$ cat config.mk
export PLATFORM = sky130hd
export DESIGN_NAME = poly_from_roots_modular_top_flat
export DESIGN_NICKNAME = d
export VERILOG_FILES = /design/src/rtl/core/pfr_pkg.sv /design/src/rtl/core/pfr_if.sv /design/src/rtl/core/pfr_front.sv /design/src/rtl/core/pfr_queue.sv /design/src/rtl/core/pfr_mulmod.sv /design/src/rtl/core/pfr_back.sv /design/src/rtl/core/poly_from_roots_modular_top.sv /design/src/flat_wrapper.sv
export SDC_FILE = /design/constraint.sdc
export NUM_CORES = 2
export LEC_CHECK = 0
export BUFFER_PORTS_ARGS = -buffer_cell sky130_fd_sc_hd__buf_4
export CAP_MARGIN = 5
export CORE_MARGIN = 5
export CORE_UTILIZATION = 45
export CTS_CLUSTER_DIAMETER = 100
export DETAILED_ROUTE_END_ITERATION = 10
export PLACE_DENSITY = 0.62
export SYNTH_ARGS = -nofsm -noshare
export SYNTH_HDL_FRONTEND = slang
export SYNTH_SLANG_ARGS = --single-unit
$ cat constraint.sdc
create_clock -name clk_i -period 15 [get_ports clk_i]
set_input_delay 3 -clock clk_i [delete_from_list [all_inputs] [get_ports clk_i]]
set_output_delay 3 -clock clk_i [all_outputs]
set_load 0.005 [all_outputs]
$ cat src/rtl/core/pfr_pkg.sv
// Shared types and constants for the polynomial-from-roots block.
// No dependencies.
`default_nettype none
package pfr_pkg;
  localparam int CoefW       = 63;
  localparam int DegW        = 6;
  localparam int MaxRootsDef = 32;
  localparam int DataW       = 64;
  localparam int AddrW       = 4;
  localparam logic RegModulus = 1'b0;  // register index, taken from paddr[3]
  localparam logic [CoefW-1:0] ModulusReset = CoefW'(2);

  typedef struct packed {
    logic [CoefW-1:0] root;
    logic             present;
    logic             last;
  } item_t;

  typedef struct packed {
    logic             start;
    logic [CoefW-1:0] x;  // scanned operand, any value
    logic [CoefW-1:0] y;  // added operand, below the modulus
  } mul_req_t;
endpackage
`default_nettype wire

$ cat src/rtl/core/pfr_if.sv
// Stream interfaces for root items and coefficient results.
// Depends on pfr_pkg.
`default_nettype none
interface pfr_in_if;
  import pfr_pkg::*;
  logic             valid;
  logic             ready;
  logic [CoefW-1:0] root;
  logic             root_present;
  logic             last;
  modport source (output valid, root, root_present, last, input ready);
  modport sink (input valid, root, root_present, last, output ready);
endinterface

interface pfr_out_if;
  import pfr_pkg::*;
  logic             valid;
  logic             ready;
  logic [CoefW-1:0] coefficient;
  logic [DegW-1:0]  degree;
  logic             final_coefficient;
  logic             overflow;
  modport source (output valid, coefficient, degree, final_coefficient, overflow,
                  input ready);
  modport sink (input valid, coefficient, degree, final_coefficient, overflow,
                output ready);
endinterface
`default_nettype wire

$ cat src/rtl/core/pfr_front.sv
// Front end: accepts root items and drops empty items that are not last.
// Depends on pfr_pkg and pfr_in_if.
`default_nettype none
module pfr_front (
  pfr_in_if.sink          in_i,
  output logic            push_valid_o,
  input  logic            push_ready_i,
  output pfr_pkg::item_t  push_item_o
);
  import pfr_pkg::*;

  assign in_i.ready   = push_ready_i;
  // an item with no root and no last flag has no effect at all
  assign push_valid_o = in_i.valid & (in_i.root_present | in_i.last);
  assign push_item_o  = '{root: in_i.root, present: in_i.root_present, last: in_i.last};
endmodule
`default_nettype wire

$ cat src/rtl/core/pfr_queue.sv
// Two-entry queue between front end and back end.
// Depends on pfr_pkg.
`default_nettype none
module pfr_queue (
  input  logic           clk_i,
  input  logic           rst_ni,
  input  logic           push_valid_i,
  output logic           push_ready_o,
  input  pfr_pkg::item_t push_item_i,
  output logic           pop_valid_o,
  input  logic           pop_ready_i,
  output pfr_pkg::item_t pop_item_o
);
  import pfr_pkg::*;

  item_t       slot_q [2];
  logic        wr_ptr_q, rd_ptr_q;
  logic [1:0]  fill_q;
  logic        push, pop;

  assign push_ready_o = (fill_q != 2'd2);
  assign pop_valid_o  = (fill_q != 2'd0);
  assign pop_item_o   = slot_q[rd_ptr_q];
  assign push = push_valid_i & push_ready_o;
  assign pop  = pop_valid_o & pop_ready_i;

  always_ff @(posedge clk_i or negedge rst_ni) begin
    if (!rst_ni) begin
      wr_ptr_q <= 1'b0;
      rd_ptr_q <= 1'b0;
      fill_q   <= 2'd0;
    end else begin
      if (push) wr_ptr_q <= ~wr_ptr_q;
      if (pop) rd_ptr_q <= ~rd_ptr_q;
      fill_q <= fill_q + {1'b0, push} - {1'b0, pop};
    end
  end

  always_ff @(posedge clk_i) begin
    if (push) slot_q[wr_ptr_q] <= push_item_i;
  end
endmodule
`default_nettype wire

$ cat src/rtl/core/pfr_mulmod.sv
// Bit-serial modular multiplier: x * y mod n, one bit of x per cycle.
// Depends on pfr_pkg. x may be unreduced; y must be below n.
`default_nettype none
module pfr_mulmod (
  input  logic                   clk_i,
  input  logic                   rst_ni,
  input  pfr_pkg::mul_req_t      req_i,
  input  logic [pfr_pkg::CoefW-1:0] n_i,
  output logic                   done_o,
  output logic [pfr_pkg::CoefW-1:0] res_o
);
  import pfr_pkg::*;

  localparam int CntW = $clog2(CoefW);

  logic             busy_q, done_q;
  logic [CntW-1:0]  cnt_q;
  logic [CoefW-1:0] x_q, y_q, acc_q;
  logic [CoefW:0]   n_ext, dbl, dbl_r, sum, sum_r;

  always_comb begin
    n_ext = {1'b0, n_i};
    dbl   = {acc_q, 1'b0};
    dbl_r = (dbl >= n_ext) ? dbl - n_ext : dbl;
    sum   = dbl_r + (x_q[CoefW-1] ? {1'b0, y_q} : '0);
    sum_r = (sum >= n_ext) ? sum - n_ext : sum;
  end

  always_ff @(posedge clk_i or negedge rst_ni) begin
    if (!rst_ni) begin
      busy_q <= 1'b0;
      done_q <= 1'b0;
      cnt_q  <= '0;
    end else begin
      done_q <= 1'b0;
      if (req_i.start) begin
        busy_q <= 1'b1;
        cnt_q  <= CntW'(CoefW - 1);
      end else if (busy_q) begin
        cnt_q <= cnt_q - 1'b1;
        if (cnt_q == '0) begin
          busy_q <= 1'b0;
          done_q <= 1'b1;
        end
      end
    end
  end

  always_ff @(posedge clk_i) begin
    if (req_i.start) begin
      acc_q <= '0;
      x_q   <= req_i.x;
      y_q   <= req_i.y;
    end else if (busy_q) begin
      acc_q <= sum_r[CoefW-1:0];
      x_q   <= {x_q[CoefW-2:0], 1'b0};
    end
  end

  assign done_o = done_q;
  assign res_o  = acc_q;
endmodule
`default_nettype wire

$ cat src/rtl/core/pfr_back.sv
// Back end: coefficient store, per-root update sequencer and emission.
// Depends on pfr_pkg, pfr_mulmod and pfr_out_if.
`default_nettype none
module pfr_back #(
  parameter int MaxRoots = pfr_pkg::MaxRootsDef
) (
  input  logic                      clk_i,
  input  logic                      rst_ni,
  input  logic [pfr_pkg::CoefW-1:0] modulus_i,
  input  logic                      pop_valid_i,
  output logic                      pop_ready_o,
  input  pfr_pkg::item_t            pop_item_i,
  pfr_out_if.source                 out_o
);
  import pfr_pkg::*;

  localparam int CntW = $clog2(MaxRoots + 1);
  localparam int IdxW = (MaxRoots > 1) ? $clog2(MaxRoots) : 1;

  typedef enum logic [4:0] {
    S_IDLE, S_RRED, S_RRED_W, S_STEP, S_LO_RD, S_LO_MUL, S_LO_W, S_P_SEL,
    S_P_RD, S_P_MUL, S_P_W, S_WR, S_E_NEXT, S_E_RD, S_E_MUL, S_E_W, S_E_OUT
  } state_e;

  state_e           state_q;
  logic [CntW-1:0]  count_q, idx_q;
  logic             ovf_q, last_q, pfin_q;
  logic [CoefW-1:0] root_q, r_q, lo_q, p_q, cval_q, rdata_q;
  logic [CoefW-1:0] mem [MaxRoots];

  logic             ovalid_q, ofin_q, oovf_q;
  logic [CoefW-1:0] ocoef_q;
  logic [DegW-1:0]  odeg_q;

  logic [CoefW-1:0] n_eff, wdata;
  logic [CoefW:0]   diff;
  logic [IdxW-1:0]  rd_addr, idx_m1;
  logic             rd_en, mul_done, out_free, emit_fire;
  logic [CoefW-1:0] mul_res;
  mul_req_t         mul_req;

  assign n_eff    = (modulus_i < CoefW'(2)) ? CoefW'(2) : modulus_i;
  assign idx_m1   = IdxW'(idx_q - 1'b1);
  assign rd_addr  = (state_q == S_LO_RD) ? idx_m1 : IdxW'(idx_q);
  assign rd_en    = (state_q == S_LO_RD) || (state_q == S_P_RD) || (state_q == S_E_RD);
  // lo - p mod n, both below n
  assign diff     = {1'b0, lo_q} + {1'b0, n_eff} - {1'b0, p_q};
  assign wdata    = (lo_q >= p_q) ? lo_q - p_q : diff[CoefW-1:0];
  assign out_free = !ovalid_q || out_o.ready;
  assign emit_fire = (state_q == S_E_OUT) && out_free;
  assign pop_ready_o = (state_q == S_IDLE);

  always_comb begin
    mul_req.start = (state_q == S_RRED) || (state_q == S_LO_MUL) ||
                    (state_q == S_P_MUL) || (state_q == S_E_MUL);
    mul_req.x     = (state_q == S_RRED) ? root_q : rdata_q;
    mul_req.y     = (state_q == S_P_MUL) ? r_q : CoefW'(1);
  end

  pfr_mulmod u_mul (
    .clk_i  (clk_i),
    .rst_ni (rst_ni),
    .req_i  (mul_req),
    .n_i    (n_eff),
    .done_o (mul_done),
    .res_o  (mul_res)
  );

  always_ff @(posedge clk_i) begin
    if (rd_en) rdata_q <= mem[rd_addr];
    if (state_q == S_WR) mem[IdxW'(idx_q)] <= wdata;
  end

  always_ff @(posedge clk_i or negedge rst_ni) begin
    if (!rst_ni) begin
      state_q  <= S_IDLE;
      count_q  <= '0;
      idx_q    <= '0;
      ovf_q    <= 1'b0;
      last_q   <= 1'b0;
      pfin_q   <= 1'b0;
      root_q   <= '0;
      r_q      <= '0;
      lo_q     <= '0;
      p_q      <= '0;
      cval_q   <= '0;
    end else begin
      unique case (state_q)
        S_IDLE: begin
          if (pop_valid_i) begin
            root_q <= pop_item_i.root;
            last_q <= pop_item_i.last;
            idx_q  <= '0;
            if (pop_item_i.present && (count_q < CntW'(MaxRoots))) begin
              state_q <= S_RRED;
            end else begin
              if (pop_item_i.present) ovf_q <= 1'b1;
              if (pop_item_i.last) state_q <= S_E_NEXT;
            end
          end
        end
        S_RRED:   state_q <= S_RRED_W;
        S_RRED_W: begin
          if (mul_done) begin
            r_q     <= mul_res;
            idx_q   <= count_q;
            state_q <= S_STEP;
          end
        end
        S_STEP: begin
          if (idx_q != '0) begin
            state_q <= S_LO_RD;
          end else begin
            lo_q    <= '0;
            state_q <= S_P_SEL;
          end
        end
        S_LO_RD:  state_q <= S_LO_MUL;
        S_LO_MUL: state_q <= S_LO_W;
        S_LO_W: begin
          if (mul_done) begin
            lo_q    <= mul_res;
            state_q <= S_P_SEL;
          end
        end
        S_P_SEL: begin
          // the implied leading 1 times r is just r
          if (idx_q == count_q) begin
            p_q     <= r_q;
            state_q <= S_WR;
          end else begin
            state_q <= S_P_RD;
          end
        end
        S_P_RD:  state_q <= S_P_MUL;
        S_P_MUL: state_q <= S_P_W;
        S_P_W: begin
          if (mul_done) begin
            p_q     <= mul_res;
            state_q <= S_WR;
          end
        end
        S_WR: begin
          if (idx_q == '0) begin
            count_q <= count_q + 1'b1;
            state_q <= last_q ? S_E_NEXT : S_IDLE;
          end else begin
            idx_q   <= idx_q - 1'b1;
            state_q <= S_STEP;
          end
        end
        S_E_NEXT: begin
          if (idx_q == count_q) begin
            cval_q  <= CoefW'(1);
            pfin_q  <= 1'b1;
            state_q <= S_E_OUT;
          end else begin
            state_q <= S_E_RD;
          end
        end
        S_E_RD:  state_q <= S_E_MUL;
        S_E_MUL: state_q <= S_E_W;
        S_E_W: begin
          if (mul_done) begin
            cval_q  <= mul_res;
            state_q <= S_E_OUT;
          end
        end
        S_E_OUT: begin
          if (out_free) begin
            if (pfin_q) begin
              // run done: back to the empty product
              count_q <= '0;
              ovf_q   <= 1'b0;
              pfin_q  <= 1'b0;
              idx_q   <= '0;
              state_q <= S_IDLE;
            end else begin
              idx_q   <= idx_q + 1'b1;
              state_q <= S_E_NEXT;
            end
          end
        end
        default: state_q <= S_IDLE;
      endcase
    end
  end

  // output register, reloaded only when empty or being drained
  always_ff @(posedge clk_i or negedge rst_ni) begin
    if (!rst_ni) begin
      ovalid_q <= 1'b0;
      ofin_q   <= 1'b0;
      oovf_q   <= 1'b0;
    end else if (emit_fire) begin
      ovalid_q <= 1'b1;
      ofin_q   <= pfin_q;
      oovf_q   <= ovf_q;
    end else if (out_o.ready) begin
      ovalid_q <= 1'b0;
    end
  end

  always_ff @(posedge clk_i) begin
    if (emit_fire) begin
      ocoef_q <= cval_q;
      odeg_q  <= DegW'(idx_q);
    end
  end

  assign out_o.valid             = ovalid_q;
  assign out_o.coefficient       = ocoef_q;
  assign out_o.degree            = odeg_q;
  assign out_o.final_coefficient = ofin_q;
  assign out_o.overflow          = oovf_q;
endmodule
`default_nettype wire

$ cat src/rtl/core/poly_from_roots_modular_top.sv
// Top level of the polynomial-from-roots (mod n) block with its APB register.
// Depends on pfr_pkg, pfr_if, pfr_front, pfr_queue, pfr_back.
//
// Roots arrive one item at a time; the block keeps the monic product of
// (X - root) mod n and, on an item marked last, sends every coefficient from
// degree 0 up to the leading 1 (final_coefficient set), then starts over.
// Everything runs through one bit-serial modular multiplier. A root that finds d
// roots stored holds the back end for the reduction of the root and two products
// per stored coefficient; emitting a product of d roots takes one product per
// stored coefficient plus the leading 1, and waits while the receiver stalls.
// A two-entry queue lets the input side accept up to two more items while the
// back end works.
// The modulus register sits at byte address 0 (paddr[3] low); values 0 and 1
// act as 2. Write it only while the block is idle.
`default_nettype none
module poly_from_roots_modular_top #(
  parameter int MaxRoots = pfr_pkg::MaxRootsDef
) (
  input  logic                      clk_i,
  input  logic                      rst_ni,
  pfr_in_if.sink                    in_i,
  pfr_out_if.source                 out_o,
  input  logic                      psel,
  input  logic                      penable,
  input  logic                      pwrite,
  input  logic [pfr_pkg::AddrW-1:0] paddr,
  input  logic [pfr_pkg::DataW-1:0] pwdata,
  output logic [pfr_pkg::DataW-1:0] prdata,
  output logic                      pready
);
  import pfr_pkg::*;

  logic [CoefW-1:0] modulus_q;
  logic             push_valid, push_ready, pop_valid, pop_ready;
  item_t            push_item, pop_item;

  assign pready = 1'b1;
  assign prdata = (paddr[3] == RegModulus) ? {1'b0, modulus_q} : '0;

  always_ff @(posedge clk_i or negedge rst_ni) begin
    if (!rst_ni) begin
      modulus_q <= ModulusReset;
    end else if (psel && penable && pwrite && pready && (paddr[3] == RegModulus)) begin
      modulus_q <= pwdata[CoefW-1:0];
    end
  end

  pfr_front u_front (
    .in_i         (in_i),
    .push_valid_o (push_valid),
    .push_ready_i (push_ready),
    .push_item_o  (push_item)
  );

  pfr_queue u_queue (
    .clk_i        (clk_i),
    .rst_ni       (rst_ni),
    .push_valid_i (push_valid),
    .push_ready_o (push_ready),
    .push_item_i  (push_item),
    .pop_valid_o  (pop_valid),
    .pop_ready_i  (pop_ready),
    .pop_item_o   (pop_item)
  );

  pfr_back #(.MaxRoots(MaxRoots)) u_back (
    .clk_i       (clk_i),
    .rst_ni      (rst_ni),
    .modulus_i   (modulus_q),
    .pop_valid_i (pop_valid),
    .pop_ready_o (pop_ready),
    .pop_item_i  (pop_item),
    .out_o       (out_o)
  );
endmodule
`default_nettype wire

$ cat src/flat_wrapper.sv
// flat-port wrapper written by rule: the top's interface ports become plain ports
module poly_from_roots_modular_top_flat import pfr_pkg::*;
#(
  parameter int MaxRoots = pfr_pkg::MaxRootsDef
)
  (clk_i, rst_ni, psel, penable, pwrite, paddr, pwdata, prdata, pready, in_i_valid, in_i_root, in_i_root_present, in_i_last, in_i_ready, out_o_valid, out_o_coefficient, out_o_degree, out_o_final_coefficient, out_o_overflow, out_o_ready);
  pfr_in_if in_i_i ();
  pfr_out_if out_o_i ();
  input  logic clk_i;
  input  logic rst_ni;
  input  logic psel;
  input  logic penable;
  input  logic pwrite;
  input  logic [pfr_pkg::AddrW-1:0] paddr;
  input  logic [pfr_pkg::DataW-1:0] pwdata;
  output logic [pfr_pkg::DataW-1:0] prdata;
  output logic pready;
  input wire logic [$bits(in_i_i.valid)-1:0] in_i_valid;
  input wire logic [$bits(in_i_i.root)-1:0] in_i_root;
  input wire logic [$bits(in_i_i.root_present)-1:0] in_i_root_present;
  input wire logic [$bits(in_i_i.last)-1:0] in_i_last;
  output wire logic [$bits(in_i_i.ready)-1:0] in_i_ready;
  output wire logic [$bits(out_o_i.valid)-1:0] out_o_valid;
  output wire logic [$bits(out_o_i.coefficient)-1:0] out_o_coefficient;
  output wire logic [$bits(out_o_i.degree)-1:0] out_o_degree;
  output wire logic [$bits(out_o_i.final_coefficient)-1:0] out_o_final_coefficient;
  output wire logic [$bits(out_o_i.overflow)-1:0] out_o_overflow;
  input wire logic [$bits(out_o_i.ready)-1:0] out_o_ready;
  assign in_i_i.valid = in_i_valid;
  assign in_i_i.root = in_i_root;
  assign in_i_i.root_present = in_i_root_present;
  assign in_i_i.last = in_i_last;
  assign in_i_ready = in_i_i.ready;
  assign out_o_valid = out_o_i.valid;
  assign out_o_coefficient = out_o_i.coefficient;
  assign out_o_degree = out_o_i.degree;
  assign out_o_final_coefficient = out_o_i.final_coefficient;
  assign out_o_overflow = out_o_i.overflow;
  assign out_o_i.ready = out_o_ready;
  poly_from_roots_modular_top #(.MaxRoots(MaxRoots)) u_core (.clk_i(clk_i), .rst_ni(rst_ni), .in_i(in_i_i), .out_o(out_o_i), .psel(psel), .penable(penable), .pwrite(pwrite), .paddr(paddr), .pwdata(pwdata), .prdata(prdata), .pready(pready));
endmodule
Yosys cells after proc, flatten, opt, wreduce, memory -nomap -nowiden
Memories as Yosys holds them, arrays and structs flattened. A register that Yosys moved wholly into a read port is not among the register bits.
Index checks and enable logic that the tools add are counted.
- add/subtract/negate cells: 12
- $mul: 0
- div/mod/pow operators: 0
- $lt $le $gt $ge: 5
- equality and inequality tests: 33
- shifts and indexed selects: 0
- muxes and demuxes: 65
- bitwise logic cells: 7
- reduce and logical (&&, ||, !) cells: 36
- operator list (cell ; count):
    $mux W63 ; 12
    $pmux W63 S2 ; 3
    $sub A63 B63 Y63 ; 3
    $ge A64 B63 Y1 ; 2
    $pmux W5 S17 ; 1
    $add A64 B63 Y64 ; 1
    $mux W64 ; 1
    $sub A64 B63 Y64 ; 1
    $add A63 B63 Y63 ; 1
    $ge A63 B63 Y1 ; 1
    $lt A63 B2 Y1 const B ; 1
    $mux W6 ; 10
    $mux W5 ; 10
    $eq A5 B4 Y1 const B ; 8
    $pmux W6 S4 ; 1
    $eq A5 B3 Y1 const B ; 4
    $mux W1 ; 19
    $ne A2 B2 Y1 const B ; 9
    $reduce_bool A2 Y1 ; 9
    $add A6 B1 Y6 const B ; 2
    $logic_not A6 Y1 ; 2
    $mux W4 ; 3
    $ne A2 B1 Y1 const B ; 6
    $pmux W6 S2 ; 1
    26 further kinds ; 47
- bits in registers: 671
- latch bits: 0
- bits in writable memories: 2146
- bits in read-only memories: 0
- input bits: 140
- output and inout port bits: 138
- word-level logic and storage cells: 186
- memories kept: 2
- memory list (name ; depth ; bits a word ; rd ports ; clocked after Yosys merged registers in ; wr ports ; line ; RTL):
    u_core.u_back.mem ; 32 ; 63 ; 1 ; 1 ; 1 ; pfr_back.sv:29 ; logic [CoefW-1:0] mem [MaxRoots];
    u_core.u_queue.slot_q ; 2 ; 65 ; 1 ; 0 ; 1 ; pfr_queue.sv:16 ; item_t slot_q [2];

Depth between registers and ports, before layout
- word-level depth: 7
- depth in mapped cells: 44
- mapped depth without buffers: 41

Modules after synthesis
A second synthesis with hierarchy kept.
- cell total of the unflattened synthesis: 8794
- area total of the unflattened synthesis: 134151.2 um2
- modules (own cells, without submodules) (module ; times used ; cells each ; area each (um2) ; sequential area each (um2)):
    pfr_back ; 1 ; 5829 ; 105288.5 ; 72960.0
    pfr_mulmod ; 1 ; 2471 ; 20191.9 ; 5245.0
    pfr_queue ; 1 ; 219 ; 5048.6 ; 4003.8
    poly_from_roots_modular_top ; 1 ; 208 ; 3119.2 ; 1577.8
    pfr_front ; 1 ; 67 ; 503.0 ; 0.0

Worst setup path before layout
Ideal clock, no wire load.
- path kind: register to register
- from: register u_core.modulus_q[48]
- to: register u_core.u_back.u_mul.acc_q[52], in the netlist u_core.u_back.u_mul.res_o[52]
- library setup time: 0.132 ns
- data arrival time: 9.023 ns
- data required time: 14.868 ns
- slack: 5.844 ns
- cell stages (with the launch flop): 40
- path buffers: 3
- clock period less this slack: 9.156 ns
- cell sequence: dfrtp_1 > nor4_1 > nand4_1 > nor4_1 > nor2_1 > fa_1 > a21oi_1 > o221ai_1 > nand3_1 > a31oi_1 > nor3_1 > o31ai_1 > a211oi_2 > clkbuf_1 > mux2_2 > ha_1 > a211o_1 > a211o_1 > [4 not listed] > o311ai_1 > a221o_1 > a21oi_1 > xnor2_1 > ha_1 > and4_1 > a221oi_1 > o21ai_1 > a311oi_1 > a211oi_1 > o221ai_1 > nand4_1 > a22o_1 > nand3_1 > buf_2 > buf_4 > mux2i_1 > a21oi_1
- word-level cells in the longest chain between the ends: 7
- elaborated cells between the ends (all ways): 9
- classes of those cells: 3 x add/sub; 3 x order compare; 3 x mux
- RTL lines (element ; line ; RTL):
    start, declared ; poly_from_roots_modular_top.sv:33 ; logic [CoefW-1:0] modulus_q;
    start signal, assigned ; poly_from_roots_modular_top.sv:42 ; modulus_q <= ModulusReset;
    start signal, assigned ; poly_from_roots_modular_top.sv:44 ; modulus_q <= pwdata[CoefW-1:0];
    $lt A63 B2 Y1 ; pfr_back.sv:42 ; assign n_eff = (modulus_i < CoefW'(2)) ? CoefW'(2) : modulus_i;
    $mux W63 * ; pfr_back.sv:42 ;
    $sub A64 B63 Y64 or $ge A64 B63 Y1 (tied branches) ; pfr_mulmod.sv:24 ; dbl_r = (dbl >= n_ext) ? dbl - n_ext : dbl;
    $mux W64 ; pfr_mulmod.sv:24 ;
    $add A64 B63 Y64 ; pfr_mulmod.sv:25 ; sum = dbl_r + (x_q[CoefW-1] ? {1'b0, y_q} : '0);
    $sub A63 B63 Y63 or $ge A64 B63 Y1 (tied branches) ; pfr_mulmod.sv:26 ; sum_r = (sum >= n_ext) ? sum - n_ext : sum;
    $mux W63 * ; pfr_mulmod.sv:26 ;
    end signal, assigned ; pfr_mulmod.sv:55 ; acc_q <= sum_r[CoefW-1:0];
    end, declared ; pfr_mulmod.sv:18 ; logic [CoefW-1:0] x_q, y_q, acc_q;
Every way passes the cells marked *; elsewhere a longest branch is shown, timed or not.
A chain may end at the register's enable or synchronous reset.

Worst setup path after layout
- from: register u_core.modulus_q[59]
- to: register u_core.u_back.u_mul.acc_q[34], in the netlist u_core.u_back.u_mul.res_o[34]
Same word-level chain as after synthesis.

==> results list <==
- DIE AREA: 303000 um2
* Critical Path Start Type: flop
- Global routing finished with a remaining overflow of 0.
* Slew HR: 11.2%
* Largest buffer count on any clock path: 4
* Total negative slack: 0 ns
- Fin Hold WS: 0.454 ns
- Largest family of logic cells by synthesized area: multiplexers
- Horizontal extent of the die: 551 um
* CP max-delay cell: sky130_fd_sc_hd__nor4_2
- Kind of capture point of the worst setup path: flop
- Post-Synthesis Cell Area: 132000 um2
- The synthesized netlist devotes 7.89% of its cell area to compound gates.
* Ports placed on the boundary: 278
- Hold path cells: 0
- Leaving out fill and tap cells, the most frequent cell in the layout is sky130_fd_sc_hd__edfxtp_1.
* Multiplexer area fraction after synthesis: 12.7%
- Highest fanout seen on the critical path: 60
* Worst setup path startpoint: u_core.modulus_q[59]
- Static leakage: 55.5 nW
- Once the floorplan was initialized, standard cells occupied 45.2% of the core.
* Yosys Warn Count: 0
- Path depth of the worst reg2reg path: 41
- Placed wire-length estimate: 232000 um
- For the pin with the worst max-slew slack, the measured transition is 1.33 ns.
* FF-to-FF setup slack: 2.09 ns
- Startpoint of the most critical hold path: u_core.u_back.cval_q[48]
* DRC violation count after routing: 0
- Synth Register Bits: 2880
* Proportion of layout cells with a drive suffix above 1: 18.5%
- The H-tree was split into 5 levels.
- Critical Setup Path Class: flop to flop
- The clock reaches the later pin of the worst-skew pair after 0.95 ns.
* Min Clock Period, post-route: 12.91 ns
- Iteration count of the initial detailed-routing pass: 6
* Crit path depth: 41
* DRT Wirelength: 371000 um
- Setup violators final: 0
- After synthesis, the netlist uses 86 different library cells.
- The final layout contains 9862 nets.
- Post-Synth Adder-Cell Area: 4.09%
- The hold violation total from the final report was 0.
- Routability-driven placement finished with a final weighted congestion of 0.955.
* Number of instances in the synthesized netlist: 9024
- Top cell type's share of synthesized area: 54.9%
* Share of the clock period used by the worst path: 86.0%
* Pin count of the biggest net entering global routing: 136
* Area share of and/or/nand/nor cells after synthesis: 7.00%
- Once detail routing completed, the nets flagged for antenna violations numbered 0.
- The number of antenna violations at the first check in global routing was 16.
- The number of global-route vias before repair was 80017.
* Cell accounting for the most synthesized area: sky130_fd_sc_hd__edfxtp_1
- After layout, the design draws a total of 36.1 mW.
- The floorplan has 198 rows.
* Setup repair after global routing missed its margin: false
* Dominant cells by area after synthesis: sky130_fd_sc_hd__edfxtp_1 55%, sky130_fd_sc_hd__mux4_2 9.8%, sky130_fd_sc_hd__dfrtp_1 7.8%
* Post-CTS Resized: 0
- Synthesis produced a netlist with a net count of 9554.
- In the final routed layout, each cell accounts on average for 27.4 um.
* Leading cell types in the layout, fill and taps excluded: 2404 x sky130_fd_sc_hd__edfxtp_1, 833 x sky130_fd_sc_hd__nand2_1, 574 x sky130_fd_sc_hd__mux4_2
* Total GRT Usage: 24.0%
- For this run, the top clock speed supported by timing is 0.0775 GHz.
* Vertical extent of the die: 551 um
* Data required time of the critical path: 15.73 ns
* Largest voltage drop on the vdd net: 570 uV
- WP data arrival: 13.63 ns
* Vias/cell: 5.90
- The routed layout has 79691 vias.
* Per-instance average area after synthesis: 14.6 um2
- The flow ran to the end, and the final reports show no timing, DRC or antenna violations.
- Yosys mapped a number of flops with a built-in enable equal to 2404.
* Clock tree from TritonCTS: yes
* Critical Path Max Stage Delay: 0.92 ns
* Port Buffers: 271
- Reg-to-reg startpoint: u_core.modulus_q[59]
- Setup Buffers After CTS: 0
* Area share of xor/xnor cells in the synthesized design: 2.10%
* Violation count after the first detailed-routing iteration: 8587
* CP delay by family, top: compound AO/OA/AOI/OAI gates
* Root Buffer Master: sky130_fd_sc_hd__clkbuf_16
* Pwr dens: 242 nW/um2
* Synthesis-to-layout area growth: 13.3%
- Counting both buffers and inverters, the worst setup path holds a total of 5.
* Max Transition Viols Final: 0
* Crit Reg-Reg Endpoint: u_core.u_back.u_mul.res_o[34]
- Clock tree synthesis inserted a total of 309 buffers.
* Wire length of the first global-routing pass: 539000 um
- Worst setup endpoint: u_core.u_back.u_mul.res_o[34]
- Number of clock sinks: 2880
- Across the routed clock network, the largest skew measured is 0.116 ns.
* Clock edge transition at the registers on the reported setup and hold paths: 0.06 ns
- Counting flops with an async set or reset pin after synthesis yields a share of 14.3%.
- The floorplan step defined a core boundary enclosing 291000 um2.
* Sequential cell area fraction in the yosys report: 63.7%
* Most frequent CP cell: sky130_fd_sc_hd__buf_4
- Worst Hold Class: flop to flop
* Dominant register cell in the synthesized netlist: sky130_fd_sc_hd__edfxtp_1
- # Max-Cap Violations: 0
- Number of buffers inserted for hold repair after clock tree synthesis: 0
cell usage after synthesis (15+ instances only):
| master | count |
|---|---|
| sky130_fd_sc_hd__a21oi_1 | 428 |
| sky130_fd_sc_hd__a221oi_1 | 17 |
| sky130_fd_sc_hd__mux2i_1 | 227 |
| sky130_fd_sc_hd__o311ai_1 | 18 |
| sky130_fd_sc_hd__o21a_1 | 42 |
| sky130_fd_sc_hd__a21o_1 | 209 |
| sky130_fd_sc_hd__a211oi_1 | 35 |
| sky130_fd_sc_hd__nor3_1 | 52 |
| sky130_fd_sc_hd__dfrtp_1 | 412 |
| sky130_fd_sc_hd__inv_1 | 401 |
| sky130_fd_sc_hd__and2_1 | 82 |
| sky130_fd_sc_hd__dfxtp_1 | 63 |
| sky130_fd_sc_hd__and3_1 | 102 |
| sky130_fd_sc_hd__edfxtp_1 | 2404 |
| sky130_fd_sc_hd__xnor2_1 | 180 |
| sky130_fd_sc_hd__or3_1 | 36 |
| sky130_fd_sc_hd__nand3_1 | 268 |
| sky130_fd_sc_hd__mux2_2 | 131 |
| sky130_fd_sc_hd__o31ai_1 | 34 |
| sky130_fd_sc_hd__mux4_2 | 574 |
| sky130_fd_sc_hd__nor2_1 | 363 |
| sky130_fd_sc_hd__xor2_1 | 135 |
| sky130_fd_sc_hd__o21ai_0 | 421 |
| sky130_fd_sc_hd__nor2b_1 | 45 |
| sky130_fd_sc_hd__nand2b_1 | 47 |
| sky130_fd_sc_hd__clkbuf_1 | 375 |
| sky130_fd_sc_hd__nand4_1 | 75 |
| sky130_fd_sc_hd__nor4_1 | 31 |
| sky130_fd_sc_hd__buf_2 | 27 |
| sky130_fd_sc_hd__fa_1 | 66 |
| sky130_fd_sc_hd__o21ai_1 | 45 |
| sky130_fd_sc_hd__nand2_1 | 837 |
| sky130_fd_sc_hd__o211ai_1 | 15 |
| sky130_fd_sc_hd__o21bai_1 | 52 |
| sky130_fd_sc_hd__a31oi_1 | 48 |
| sky130_fd_sc_hd__ha_1 | 324 |
| sky130_fd_sc_hd__buf_1 | 67 |
| sky130_fd_sc_hd__a22o_1 | 133 |
worst register-to-register path: cells and delay by family (launching register included):
kind	cells	cell delay, ns
and+or+nand+nor	10	3.77
muxes	2	0.62
AOI/OAI and AO/OA	20	5.33
adders and majority gates	3	1.21
DFF	1	0.40
buffers and inverters	5	1.18
xor gates and xnor gates	1	0.20
sequential cells by signal, indices dropped and copies added, names as in the netlist, 2 cells and up:
signal	count
u_core.u_back.u_mul.cnt_q	6
u_core.u_back.out_o.degree	6
u_core.u_back.mem	2016
u_core.u_back.u_mul.y_q	63
u_core.modulus_q	63
u_core.u_back.p_q	63
u_core.u_back.rdata_q	63
u_core.u_back.r_q	63
u_core.u_back.cval_q	63
u_core.u_back.u_mul.res_o	63
u_core.u_back.idx_q	6
u_core.u_queue.slot_q	130
u_core.u_back.count_q	6
u_core.u_back.u_mul.x_q	63
u_core.u_back.out_o.coefficient	63
u_core.u_back.lo_q	63
u_core.u_queue.fill_q	2
u_core.u_back.state_q	5
u_core.u_back.root_q	63
routing by layer:
layer	vias to the layer above	global-route usage (%)	share of wire, %
li1	35162	-	-
met1	40722	32.8	41
met2	3211	39.4	48
met3	590	3.01	7.1
met4	6	9.53	4.4
met5	-	0	0.0086
cell type report:
cell class | instances | area (um2)
Clock buffer | 392 | 8260
Inverter | 401 | 1510
Multi-Input combinational cell | 5270 | 45200
Tap cell | 3900 | 4880
Timing Repair Buffer | 470 | 3750
Sequential cell | 2880 | 83800
Antenna cell | 28 | 70.1
Clock inverter | 167 | 1590
Fill cell | 24028 | 142000
power breakdown:
group	switching, mW	internal [mW]
Combinational	11.1	7.32
Sequential	0.563	9.63
Clock	3.19	4.23
Total	14.9	21.2
stage by stage:
| step | util (%) | worst slack [ns] | cell area, um2 | instances |
|---|---|---|---|---|
| 6_report | 51.2 | 2.09 | 149000 | 13508 |
| 3_5_place_dp | 47.8 | 2.11 | 139000 | 12914 |
| 3_3_place_gp | 47.8 | 1.99 | 139000 | 12914 |
| 4_1_cts | 51.1 | 2.07 | 149000 | 13473 |
| 5_1_grt | 51.2 | 1.60 | 149000 | 13502 |
| 2_1_floorplan | - | 5.84 | 132000 | 9024 |
worst min path at each step:
stage	endpoint	slack (ns)
2_1_floorplan	u_core.u_back.out_o.degree[2]	0.42
3_3_place_gp	u_core.u_back.out_o.coefficient[2]	0.44
6_report	u_core.u_back.out_o.coefficient[48]	0.45
4_1_cts	u_core.u_back.out_o.coefficient[48]	0.45
3_5_place_dp	u_core.u_back.out_o.coefficient[18]	0.44
5_1_grt	u_core.u_back.out_o.coefficient[2]	0.46
kinds of logic after synthesis:
kind of cell	after synthesis
mux	933
flops	2880
fa+ha+maj	390
compound gates	1631
buf+inv	874
simple gates	1999
xor+xnor	315
other cells	2
No activity file was read; power rests on OpenSTA's default activity.
